[src/zrle_pkg.sv]
// ----------------------------------------------------------------------------
// zrle_pkg
// Shared types and constants for the zero run-length encoder.
// ----------------------------------------------------------------------------
package zrle_pkg;

	localparam int unsigned RUN_W   = 16;
	localparam int unsigned WORD_W  = 32;
	localparam int unsigned BYTE_W  = 8;
	localparam int unsigned POS_W   = 4;

	// Marker characters.
	localparam logic [BYTE_W-1:0] MARK_C0 = 8'h24; // '$'
	localparam logic [BYTE_W-1:0] MARK_C1 = 8'h40; // '@'
	localparam logic [BYTE_W-1:0] MARK_C2 = 8'h23; // '#'
	localparam logic [BYTE_W-1:0] MARK_C3 = 8'h68; // 'h'

	// Positions in the longest byte sequence one item can cause:
	// four marker characters, run length low and high, then four word bytes.
	localparam logic [POS_W-1:0] POS_MARK0  = 4'd0;
	localparam logic [POS_W-1:0] POS_MARK1  = 4'd1;
	localparam logic [POS_W-1:0] POS_MARK2  = 4'd2;
	localparam logic [POS_W-1:0] POS_MARK3  = 4'd3;
	localparam logic [POS_W-1:0] POS_LEN_LO = 4'd4;
	localparam logic [POS_W-1:0] POS_LEN_HI = 4'd5;
	localparam logic [POS_W-1:0] POS_WORD0  = 4'd6;
	localparam logic [POS_W-1:0] POS_WORD1  = 4'd7;
	localparam logic [POS_W-1:0] POS_WORD2  = 4'd8;
	localparam logic [POS_W-1:0] POS_WORD3  = 4'd9;

	// What one accepted item has to emit.
	typedef struct packed {
		logic              has_marker;
		logic [RUN_W-1:0]  run_len;
		logic              has_word;
		logic [WORD_W-1:0] word;
		logic              stream_end;
	} plan_t;

endpackage

[src/zero_run_length_encoder_unit.sv]
// ----------------------------------------------------------------------------
// zero_run_length_encoder_unit
// Zero run-length encoder from 32-bit coefficient words to a byte stream.
// ----------------------------------------------------------------------------
//  Channel  Dir  Handshake            Contents
//  s_*      in   s_tvalid/s_tready    coeff_bits in tdata, stream_end in tlast
//  m_*      out  m_tvalid/m_tready    out_byte in tdata, item_last in tuser,
//                                     stream_last in tlast
//  cfg_*    in   cfg_we               rle_enable in cfg_wdata
//
// One byte leaves per cycle from the output register unless stalled: a nonzero word
// gives four bytes, a closed run adds six for its marker, and a zero word that only
// extends a run gives none. An accepted plan is registered in plan_s1, then plan_q,
// then its first byte in byte_q; the next plan is taken as the last byte leaves. Reset
// clears the run count, sets RLE mode and empties both stages. A stall on m_tready
// holds the output byte and backs up to s_tready once the plan stage is full.
// ----------------------------------------------------------------------------
module zero_run_length_encoder_unit #(
	parameter int unsigned RUN_MAX = 65535
) (
	input  logic        clk,
	input  logic        arst_n,
	input  logic        cfg_we,
	input  logic        cfg_wdata,
	input  logic        s_tvalid,
	output logic        s_tready,
	input  logic [31:0] s_tdata,  // [31:0] coeff_bits
	input  logic        s_tlast,  // stream_end
	output logic        m_tvalid,
	input  logic        m_tready,
	output logic [7:0]  m_tdata,  // [7:0] out_byte
	output logic        m_tlast,  // stream_last
	output logic [0:0]  m_tuser   // [0] item_last
);
	import zrle_pkg::*;

	plan_t plan_s1;
	logic  plan_valid_s1;
	logic  plan_take;
	logic  item_last;

	zrle_front #(
		.RUN_MAX(RUN_MAX)
	) u_front (
		.clk          (clk),
		.arst_n       (arst_n),
		.cfg_we       (cfg_we),
		.cfg_wdata    (cfg_wdata),
		.in_valid     (s_tvalid),
		.in_ready     (s_tready),
		.in_word      (s_tdata),
		.in_end       (s_tlast),
		.plan_s1      (plan_s1),
		.plan_valid_s1(plan_valid_s1),
		.plan_take    (plan_take)
	);

	zrle_serial u_serial (
		.clk            (clk),
		.arst_n         (arst_n),
		.plan_s1        (plan_s1),
		.plan_valid_s1  (plan_valid_s1),
		.plan_take      (plan_take),
		.out_valid      (m_tvalid),
		.out_ready      (m_tready),
		.out_byte       (m_tdata),
		.out_item_last  (item_last),
		.out_stream_last(m_tlast)
	);

	assign m_tuser[0] = item_last;

endmodule

[src/zrle_front.sv]
// ----------------------------------------------------------------------------
// zrle_front
// Input stage: keeps the zero run count and the mode register, and turns each
// accepted word into a registered emission plan.
// ----------------------------------------------------------------------------
module zrle_front #(
	parameter int unsigned RUN_MAX = 65535
) (
	input  logic                         clk,
	input  logic                         arst_n,
	input  logic                         cfg_we,
	input  logic                         cfg_wdata,
	input  logic                         in_valid,
	output logic                         in_ready,
	input  logic [zrle_pkg::WORD_W-1:0]  in_word,
	input  logic                         in_end,
	output zrle_pkg::plan_t              plan_s1,
	output logic                         plan_valid_s1,
	input  logic                         plan_take
);
	import zrle_pkg::*;

	localparam logic [RUN_W-1:0] RUN_MAX_C = RUN_W'(RUN_MAX);

	logic             rle_enable_q;
	logic [RUN_W-1:0] run_count_q;
	logic [RUN_W-1:0] run_count_d;
	logic [RUN_W-1:0] run_inc;
	logic             is_zero;
	logic             accept;
	plan_t            plan_d;

	assign is_zero  = (in_word[WORD_W-2:0] == '0);
	// The count never exceeds RUN_MAX - 1 between items, so this cannot wrap.
	assign run_inc  = run_count_q + RUN_W'(1);
	assign in_ready = !plan_valid_s1 || plan_take;
	assign accept   = in_valid && in_ready;

	always_comb begin
		plan_d.has_marker = 1'b0;
		plan_d.run_len    = run_count_q;
		plan_d.has_word   = 1'b1;
		plan_d.word       = in_word;
		plan_d.stream_end = in_end;
		run_count_d       = run_count_q;
		if (!rle_enable_q || !is_zero) begin
			// An open run is closed by its marker before the word goes out.
			if (run_count_q != '0) begin
				plan_d.has_marker = 1'b1;
			end
			run_count_d = '0;
		end else begin
			plan_d.has_word = 1'b0;
			if (run_inc >= RUN_MAX_C) begin
				plan_d.has_marker = 1'b1;
				plan_d.run_len    = RUN_MAX_C;
				run_count_d       = '0;
			end else if (in_end) begin
				plan_d.has_marker = 1'b1;
				plan_d.run_len    = run_inc;
				run_count_d       = '0;
			end else begin
				run_count_d = run_inc;
			end
		end
		if (in_end) begin
			run_count_d = '0;
		end
	end

	always_ff @(posedge clk or negedge arst_n) begin
		if (!arst_n) begin
			rle_enable_q  <= 1'b1;
			run_count_q   <= '0;
			plan_valid_s1 <= 1'b0;
		end else begin
			if (cfg_we) begin
				rle_enable_q <= cfg_wdata;
			end
			if (accept) begin
				run_count_q <= run_count_d;
				// Items that emit nothing do not occupy the stage.
				plan_valid_s1 <= plan_d.has_marker || plan_d.has_word;
			end else if (plan_take) begin
				plan_valid_s1 <= 1'b0;
			end
		end
	end

	always_ff @(posedge clk) begin
		if (accept) begin
			plan_s1 <= plan_d;
		end
	end

endmodule

[src/zrle_serial.sv]
// ----------------------------------------------------------------------------
// zrle_serial
// Byte serializer: unless stalled, moves one plan byte per cycle into byte_q.
// ----------------------------------------------------------------------------
module zrle_serial (
	input  logic                         clk,
	input  logic                         arst_n,
	input  zrle_pkg::plan_t              plan_s1,
	input  logic                         plan_valid_s1,
	output logic                         plan_take,
	output logic                         out_valid,
	input  logic                         out_ready,
	output logic [zrle_pkg::BYTE_W-1:0]  out_byte,
	output logic                         out_item_last,
	output logic                         out_stream_last
);
	import zrle_pkg::*;

	logic              busy_q;
	logic [POS_W-1:0]  pos_q;
	plan_t             plan_q;
	logic              out_valid_q;
	logic [BYTE_W-1:0] byte_q;
	logic              item_last_q;
	logic              stream_last_q;
	logic [POS_W-1:0]  stop_pos;
	logic              at_last;
	logic              advance;
	logic [BYTE_W-1:0] byte_sel;

	assign stop_pos  = plan_q.has_word ? POS_WORD3 : POS_LEN_HI;
	assign at_last   = (pos_q == stop_pos);
	assign advance   = busy_q && (!out_valid_q || out_ready);
	assign plan_take = plan_valid_s1 && (!busy_q || (advance && at_last));

	always_comb begin
		unique case (pos_q)
			POS_MARK0:  byte_sel = MARK_C0;
			POS_MARK1:  byte_sel = MARK_C1;
			POS_MARK2:  byte_sel = MARK_C2;
			POS_MARK3:  byte_sel = MARK_C3;
			POS_LEN_LO: byte_sel = plan_q.run_len[7:0];
			POS_LEN_HI: byte_sel = plan_q.run_len[15:8];
			POS_WORD0:  byte_sel = plan_q.word[7:0];
			POS_WORD1:  byte_sel = plan_q.word[15:8];
			POS_WORD2:  byte_sel = plan_q.word[23:16];
			POS_WORD3:  byte_sel = plan_q.word[31:24];
			default:    byte_sel = '0;
		endcase
	end

	always_ff @(posedge clk or negedge arst_n) begin
		if (!arst_n) begin
			busy_q        <= 1'b0;
			pos_q         <= POS_MARK0;
			out_valid_q   <= 1'b0;
			item_last_q   <= 1'b0;
			stream_last_q <= 1'b0;
		end else begin
			if (advance) begin
				out_valid_q   <= 1'b1;
				item_last_q   <= at_last;
				stream_last_q <= at_last && plan_q.stream_end;
			end else if (out_ready) begin
				out_valid_q <= 1'b0;
			end
			if (plan_take) begin
				busy_q <= 1'b1;
				// Without a marker the walk starts at the first word byte.
				pos_q  <= plan_s1.has_marker ? POS_MARK0 : POS_WORD0;
			end else if (advance) begin
				if (at_last) begin
					busy_q <= 1'b0;
				end else begin
					pos_q <= pos_q + POS_W'(1);
				end
			end
		end
	end

	always_ff @(posedge clk) begin
		if (plan_take) begin
			plan_q <= plan_s1;
		end
		if (advance) begin
			byte_q <= byte_sel;
		end
	end

	assign out_valid       = out_valid_q;
	assign out_byte        = byte_q;
	assign out_item_last   = item_last_q;
	assign out_stream_last = stream_last_q;

endmodule

[config.mk]
export PLATFORM = sky130hd
export DESIGN_NAME = zero_run_length_encoder_unit
export DESIGN_NICKNAME = d
export VERILOG_FILES = /design/src/zrle_pkg.sv /design/src/zero_run_length_encoder_unit.sv /design/src/zrle_front.sv /design/src/zrle_serial.sv
export SDC_FILE = /design/constraint.sdc
export NUM_CORES = 1
export LEC_CHECK = 0
export BUFFER_PORTS_ARGS = -buffer_cell sky130_fd_sc_hd__clkbuf_2
export CAP_MARGIN = 20
export CORE_ASPECT_RATIO = 1.5
export CORE_MARGIN = 2
export CORE_UTILIZATION = 24
export CTS_CLUSTER_DIAMETER = 40
export DETAILED_ROUTE_END_ITERATION = 6
export PLACE_DENSITY_LB_ADDON = 0.3
export RECOVER_POWER = 50
export SETUP_SLACK_MARGIN = 0.4
export SLEW_MARGIN = 20
export SYNTH_ARGS = -nofsm -noshare
export SYNTH_HDL_FRONTEND = slang
export SYNTH_SLANG_ARGS = --single-unit
export TNS_END_PERCENT = 5
[constraint.sdc]
create_clock -name clk -period 3.95 [get_ports clk]
set_input_delay 0.1975 -clock clk [delete_from_list [all_inputs] [get_ports clk]]
set_output_delay 0.1975 -clock clk [all_outputs]
set_load 0.03 [all_outputs]
; After elaboration in Yosys (flattened, before gate mapping)
; Index checks and enable logic that the tools add are counted.
; W data, S select, Z words.
[word_totals]
elab_cells = 77
in_bits = 39
reg_bits = 135
output_inout_bits = 12
[op_classes]
add_sub_neg = 2
n_reduce_logical = 24
eq_ne = 11
n_lt_le_gt_ge = 1
muxes = 21
[op_table]
columns = operator, count
row1 = $pmux W8 S10, 1
row2 = $mux W17, 3
row3 = $mux W16, 3
row4 = $logic_not A31 Y1, 1
row5 = $add A16 B1 Y16 const B, 1
row6 = $eq A4 B3 Y1 const B, 4
row7 = $ge A16 B16 Y1 const B, 1
row8 = $mux W4, 4
row9 = $reduce_bool A16 Y1, 1
row10 = $mux W1, 9
row11 = $eq A4 B2 Y1 const B, 2
row12 = $eq A4 B4 Y1 const B, 2
row13 = $reduce_bool A2 Y1, 4
row14 = $logic_and A1 B1 Y1, 5
row15 = $logic_not A1 Y1, 5
row16 = $logic_or A1 B1 Y1, 5
row17 = $add A4 B1 Y4 const B, 1
row18 = $eq A4 B1 Y1 const B, 1
row19 = $eq A4 B4 Y1, 1
row20 = $logic_not A4 Y1, 1
row21 = $reduce_and A2 Y1, 2
row22 = $mux W3, 1
row23 = $ne A2 B2 Y1 const B, 1

; Logic depth before layout (Yosys ltp)
[depth]
depth_word = 9
depth_mapped = 9
mapped_depth_nobuf = 8

; By module
; From an unflattened synthesis, not the netlist that was laid out.
[unflattened]
cells_unflattened = 408
area_unflattened_um2 = 5689.2
[by_module_without_submodules]
columns = module, seq_area_each_um2, area_each_um2, cells_each, n_inst
row1 = zrle_front, 1983.2, 3076.7, 245, 1
row2 = zrle_serial, 1941.9, 2612.5, 163, 1

; Worst setup path before layout
; No wires, ideal clock.
[synth_path]
path_type = flip-flop to flip-flop
from = register u_serial.pos_q[1]
to = register u_front.run_count_q[9]
synth_period_minus_slack_ns = 2.936
arrival_ns = 2.815
setup_time_ns = 0.121
required_time_ns = 3.829
path_stages_with_launch = 10
setup_slack_ns = 1.014
n_path_buf = 1
cell_sequence = dfrtp_1 inv_1 ha_1 o21ai_0 o211ai_1 nand2_1 inv_1 buf_4 o21ai_0 a22o_1
[synth_between]
elab_chain_cells = 6
[synth_rtl]
columns = element, line_no
row1 = start: declaration, zrle_serial.sv:20  ; logic [POS_W-1:0] pos_q;
row2 = start signal: assignment, zrle_serial.sv:70  ; pos_q <= plan_s1.has_marker ? POS_MARK0 : POS_WORD0;
row3 = start signal: assignment, zrle_serial.sv:75  ; pos_q <= pos_q + POS_W'(1);
row4 = $eq A4 B4 Y1, zrle_serial.sv:32  ; assign at_last = (pos_q == stop_pos);
row5 = $logic_and A1 B1 Y1, zrle_serial.sv:34  ; assign plan_take = plan_valid_s1 && (!busy_q || (advance && at_last));
row6 = $logic_or A1 B1 Y1, zrle_serial.sv:34
row7 = $logic_and A1 B1 Y1, zrle_serial.sv:34
row8 = $logic_or A1 B1 Y1, zrle_front.sv:36  ; assign in_ready = !plan_valid_s1 || plan_take;
row9 = net s_tready, zero_run_length_encoder_unit.sv:26  ; output logic s_tready,
row10 = $logic_and A1 B1 Y1, zrle_front.sv:37  ; assign accept = in_valid && in_ready;
row11 = net u_front.accept, zrle_front.sv:30  ; logic accept;
row12 = end signal: assignment, zrle_front.sv:81  ; run_count_q <= run_count_d;
row13 = end: declaration, zrle_front.sv:26  ; logic [RUN_W-1:0] run_count_q;
; The timed path passes the listed nets, and every way through them passes these cells.
; A chain may end at the register's enable or synchronous reset.

; Final worst setup path
[layout_path]
from = register u_serial.pos_q[1]
to = register, netlist name u_front.plan_s1[21]
[layout_between]
elab_chain_cells = 6
[layout_rtl]
columns = element, line_no
row1 = $eq A4 B4 Y1, zrle_serial.sv:32
row2 = $logic_and A1 B1 Y1, zrle_serial.sv:34
row3 = $logic_or A1 B1 Y1, zrle_serial.sv:34
row4 = $logic_and A1 B1 Y1, zrle_serial.sv:34
row5 = $logic_or A1 B1 Y1, zrle_front.sv:36
row6 = $logic_and A1 B1 Y1, zrle_front.sv:37
; No other way between the ends.

==> impl_metrics.yaml <==
grt:
  grt_usage: 0.113
  grt_pass1_vias: 3798
  grt_max_degree: 54
  overflow: 0
  grt_pass1_wl_mm: 21.0
  antenna_found_initial: 0
clock_tree:
  clk-insertion-delay-late_ps: 410
  cts_root_buf: "clkbuf_16"
  ctsHtreeMaxLevel: 4
  cts_tree: "yes"
  clkSinkCount: 135
  post-cts-setup-buffers: 0
  postCtsHoldBufs: 32
  cts_resized: 0
  clockBufferDepth: 2
  path_clk_slew_ps: 60
  cts_buffers: 17
die:
  die_x_um: 130
  die_h_um: 193
  io_pins: 51
  placementRows: 69
  coreArea_um2: 23600
  initial_core_util: 0.242
  die_area_um2: 25100
worst_setup_path:
  cp_cell_sequence: "inv_1 -> ha_1 -> o21ai_0 -> o211ai_1 -> nand2_1 -> inv_2 -> buf_12"
  worst_ep_required_time_ps: 4050
  worstRegToRegCells: 7
  r2r_start: "u_serial.pos_q[1]$_DFFE_PN0P_"
  worstSetupStartpointType: "flop"
  r2r_slack_ps: 910
  critPathArrivalTime_ps: 3140
  worstReg2RegEnd: "u_front.plan_s1[21]$_DFFE_PP_"
  worst_path_max_delay_cell: "inv_2"
  path_class: "reg2reg"
  path_buf_inv: 3
  cp_max_fo: 34
  critical_path.endpoint_type: "flop"
  path_delay_family: "buffers and inverters"
  cpPeakStageDelay_ps: 570
job:
  cap_viol_max_count: 1
synthesis:
  yosys_warnings: 0
  yosysMostFrequentCell: "edfxtp_1"
  syn_inst: 420
  ys.flop_type: "edfxtp_1"
  yosysSeqAreaShare: 0.687
  synth_common_cells: "109 x edfxtp_1, 33 x nand2_1, 25 x dfrtp_1"
  synth_cell_types: 51
  yosysTopAreaCell: "edfxtp_1"
  synth_top_cell_area_share: 0.573
  synth_nets: 466
  syn_area_um2: 5710
  synthArstFlopShare: 0.193
  synth-edff-count: 109
  synth.area.top_cells: "edfxtp_1 57%, dfrtp_1 11%, nand2_1 2.2%"
  synth.avg_cell_area_um2: 13.6
  ys_seq_elements: 135
placement:
  port_buffers: 50
  dpl.hpwl_mm: 9.84
  post-place-ws_ps: 963
  gp_congestion: 0.891
routing:
  first_pass_iters: 5
  drt-initial-drc-count: 255
  drc: 0
  vias: 3760
  wl_per_cell_um: 16.3
  drt-total-wl_mm: 13.6
  viasPerCell: 4.51
  ant_nets: 0
timing:
  slew-limit-headroom: -0.0848
  fmax_mhz: 329
  rsz0062_at_grt: "false"
  layout_setup_ws_ps: 910
  worst_pin_slew_ps: 1630
  finClkSkew_ps: 7.69
  fin_setup_tns_ps: 0
  period_share: 0.770
  hold_viol_final: 0
  setup_viol: 0
  period_needed_ps: 3040
  report.final.slew_viol_count: 27
power:
  pwr-share-comb: 0.140
  p_clk_frac: 0.398
  pwr-share-seq: 0.462
  power.leakage_nw: 2.39
  power.density_nw_per_um2: 545
  sw_frac_of_total: 0.280
  internal_power_mw: 2.79
  ir_worst_vdd_mv: 0.240
  power.switching_mw: 1.08
min_path:
  min_from: "cfg_wdata"
  hold_class: "in2reg"
  holdPathStages: 2
  hold_path_end: "u_front.rle_enable_q$_DFFE_PN1P_"
finish:
  num-nets-final: 547
  area_delta_synth_final_pct: 24.3
  drive_above_1_share: 0.107
  diodes: 0
outcome:
  violations: "capacitance limit, slew limit"
  status: "finished with violations"
-- worst max-delay path by stage --
stage	slack (ps)	cells past startpoint	endpoint	startpoint
floorplan	1010	9	u_front.run_count_q[9]$_DFFE_PN0P_	u_serial.pos_q[1]$_DFFE_PN0P_
global placement	1020	7	u_front.plan_s1[18]$_DFFE_PP_	u_serial.pos_q[1]$_DFFE_PN0P_
detailed placement	960	7	u_front.plan_s1[29]$_DFFE_PP_	u_serial.pos_q[1]$_DFFE_PN0P_
CTS	950	7	u_front.plan_s1[28]$_DFFE_PP_	u_serial.pos_q[1]$_DFFE_PN0P_
global route	720	6	u_front.plan_s1[24]$_DFFE_PP_	u_serial.pos_q[2]$_DFFE_PN0P_
finish	910	7	u_front.plan_s1[21]$_DFFE_PP_	u_serial.pos_q[1]$_DFFE_PN0P_
-- through the flow --
stage                     total power, mW  instances   util  area (µm²)  hold WS [ps]
final                                3.87        833  0.301        7100          25.1
after global routing                 4.04        833  0.301        7100          10.9
after CTS                            3.93        833  0.304        7160          4.86
after detailed placement             2.35        769  0.265        6250           309
after global placement               2.34        769  0.265        6250           317
after floorplan                      2.16        420      -        5710         -98.1
-- placed cells by master (no fill, tap or decap), types with 11 or more instances in the layout --
cell type	n
nand2_1	33
and2_1	11
clkbuf_16	17
o21ai_0	19
nor2_1	14
nand3_1	15
a22oi_1	12
nor4_1	15
edfxtp_1	109
dlygate4sd3_1	32
a22o_1	12
dfrtp_1	25
inv_1	12
clkbuf_1	44
a21oi_1	13
-- layer usage --
layer / GRT usage / vias up / share of wire
met5: 0 / - / 0
met2: 0.217 / 110 / 0.58
met4: 0.0538 / 0 / 0.027
li1: - / 1773 / -
met3: 0.0248 / 19 / 0.028
met1: 0.113 / 1858 / 0.37
-- state kept, by name (all words and copies together), names as in the netlist --
register / flops
u_front.plan_s1: 51
u_serial.plan_q: 50
u_front.run_count_q: 16
u_serial.out_byte: 8
u_serial.pos_q: 4
u_front.plan_valid_s1: 1
u_front.rle_enable_q: 1
u_serial.busy_q: 1
u_serial.out_item_last: 1
u_serial.out_stream_last: 1
u_serial.out_valid: 1
-- power by group through the flow --
| stage | Sequential (mW) | Clock (mW) | Combinational, mW |
|---|---|---|---|
| 2_1_floorplan | 1.85 | 0 | 0.306 |
| 3_3_place_gp | 1.81 | 0 | 0.526 |
| 3_5_place_dp | 1.82 | 0 | 0.535 |
| 4_1_cts | 1.79 | 1.58 | 0.563 |
| 5_1_grt | 1.80 | 1.64 | 0.596 |
| 6_report | 1.79 | 1.54 | 0.543 |
-- area by class of cell --
class | instances | area (µm²)
repair buffers | 86 | 558
flip-flops and latches | 135 | 3930
multi-input cells | 248 | 1590
clock inverters | 15 | 156
clock buffers | 17 | 425
inverters | 13 | 48.8
well taps | 319 | 399
fillers | 2353 | 16500
-- kinds of logic after synthesis --
group / after synthesis / share of synthesized area
xor gates and xnor gates: 10 / 0.0153
DFF: 135 / 0.687
adders and majority gates: 7 / 0.0153
and+or+nand+nor: 137 / 0.131
buffers and inverters: 37 / 0.0350
AOI/OAI and AO/OA: 91 / 0.110
muxes: 3 / 0.00591
Note: power is estimated with default switching activity, not from simulation.
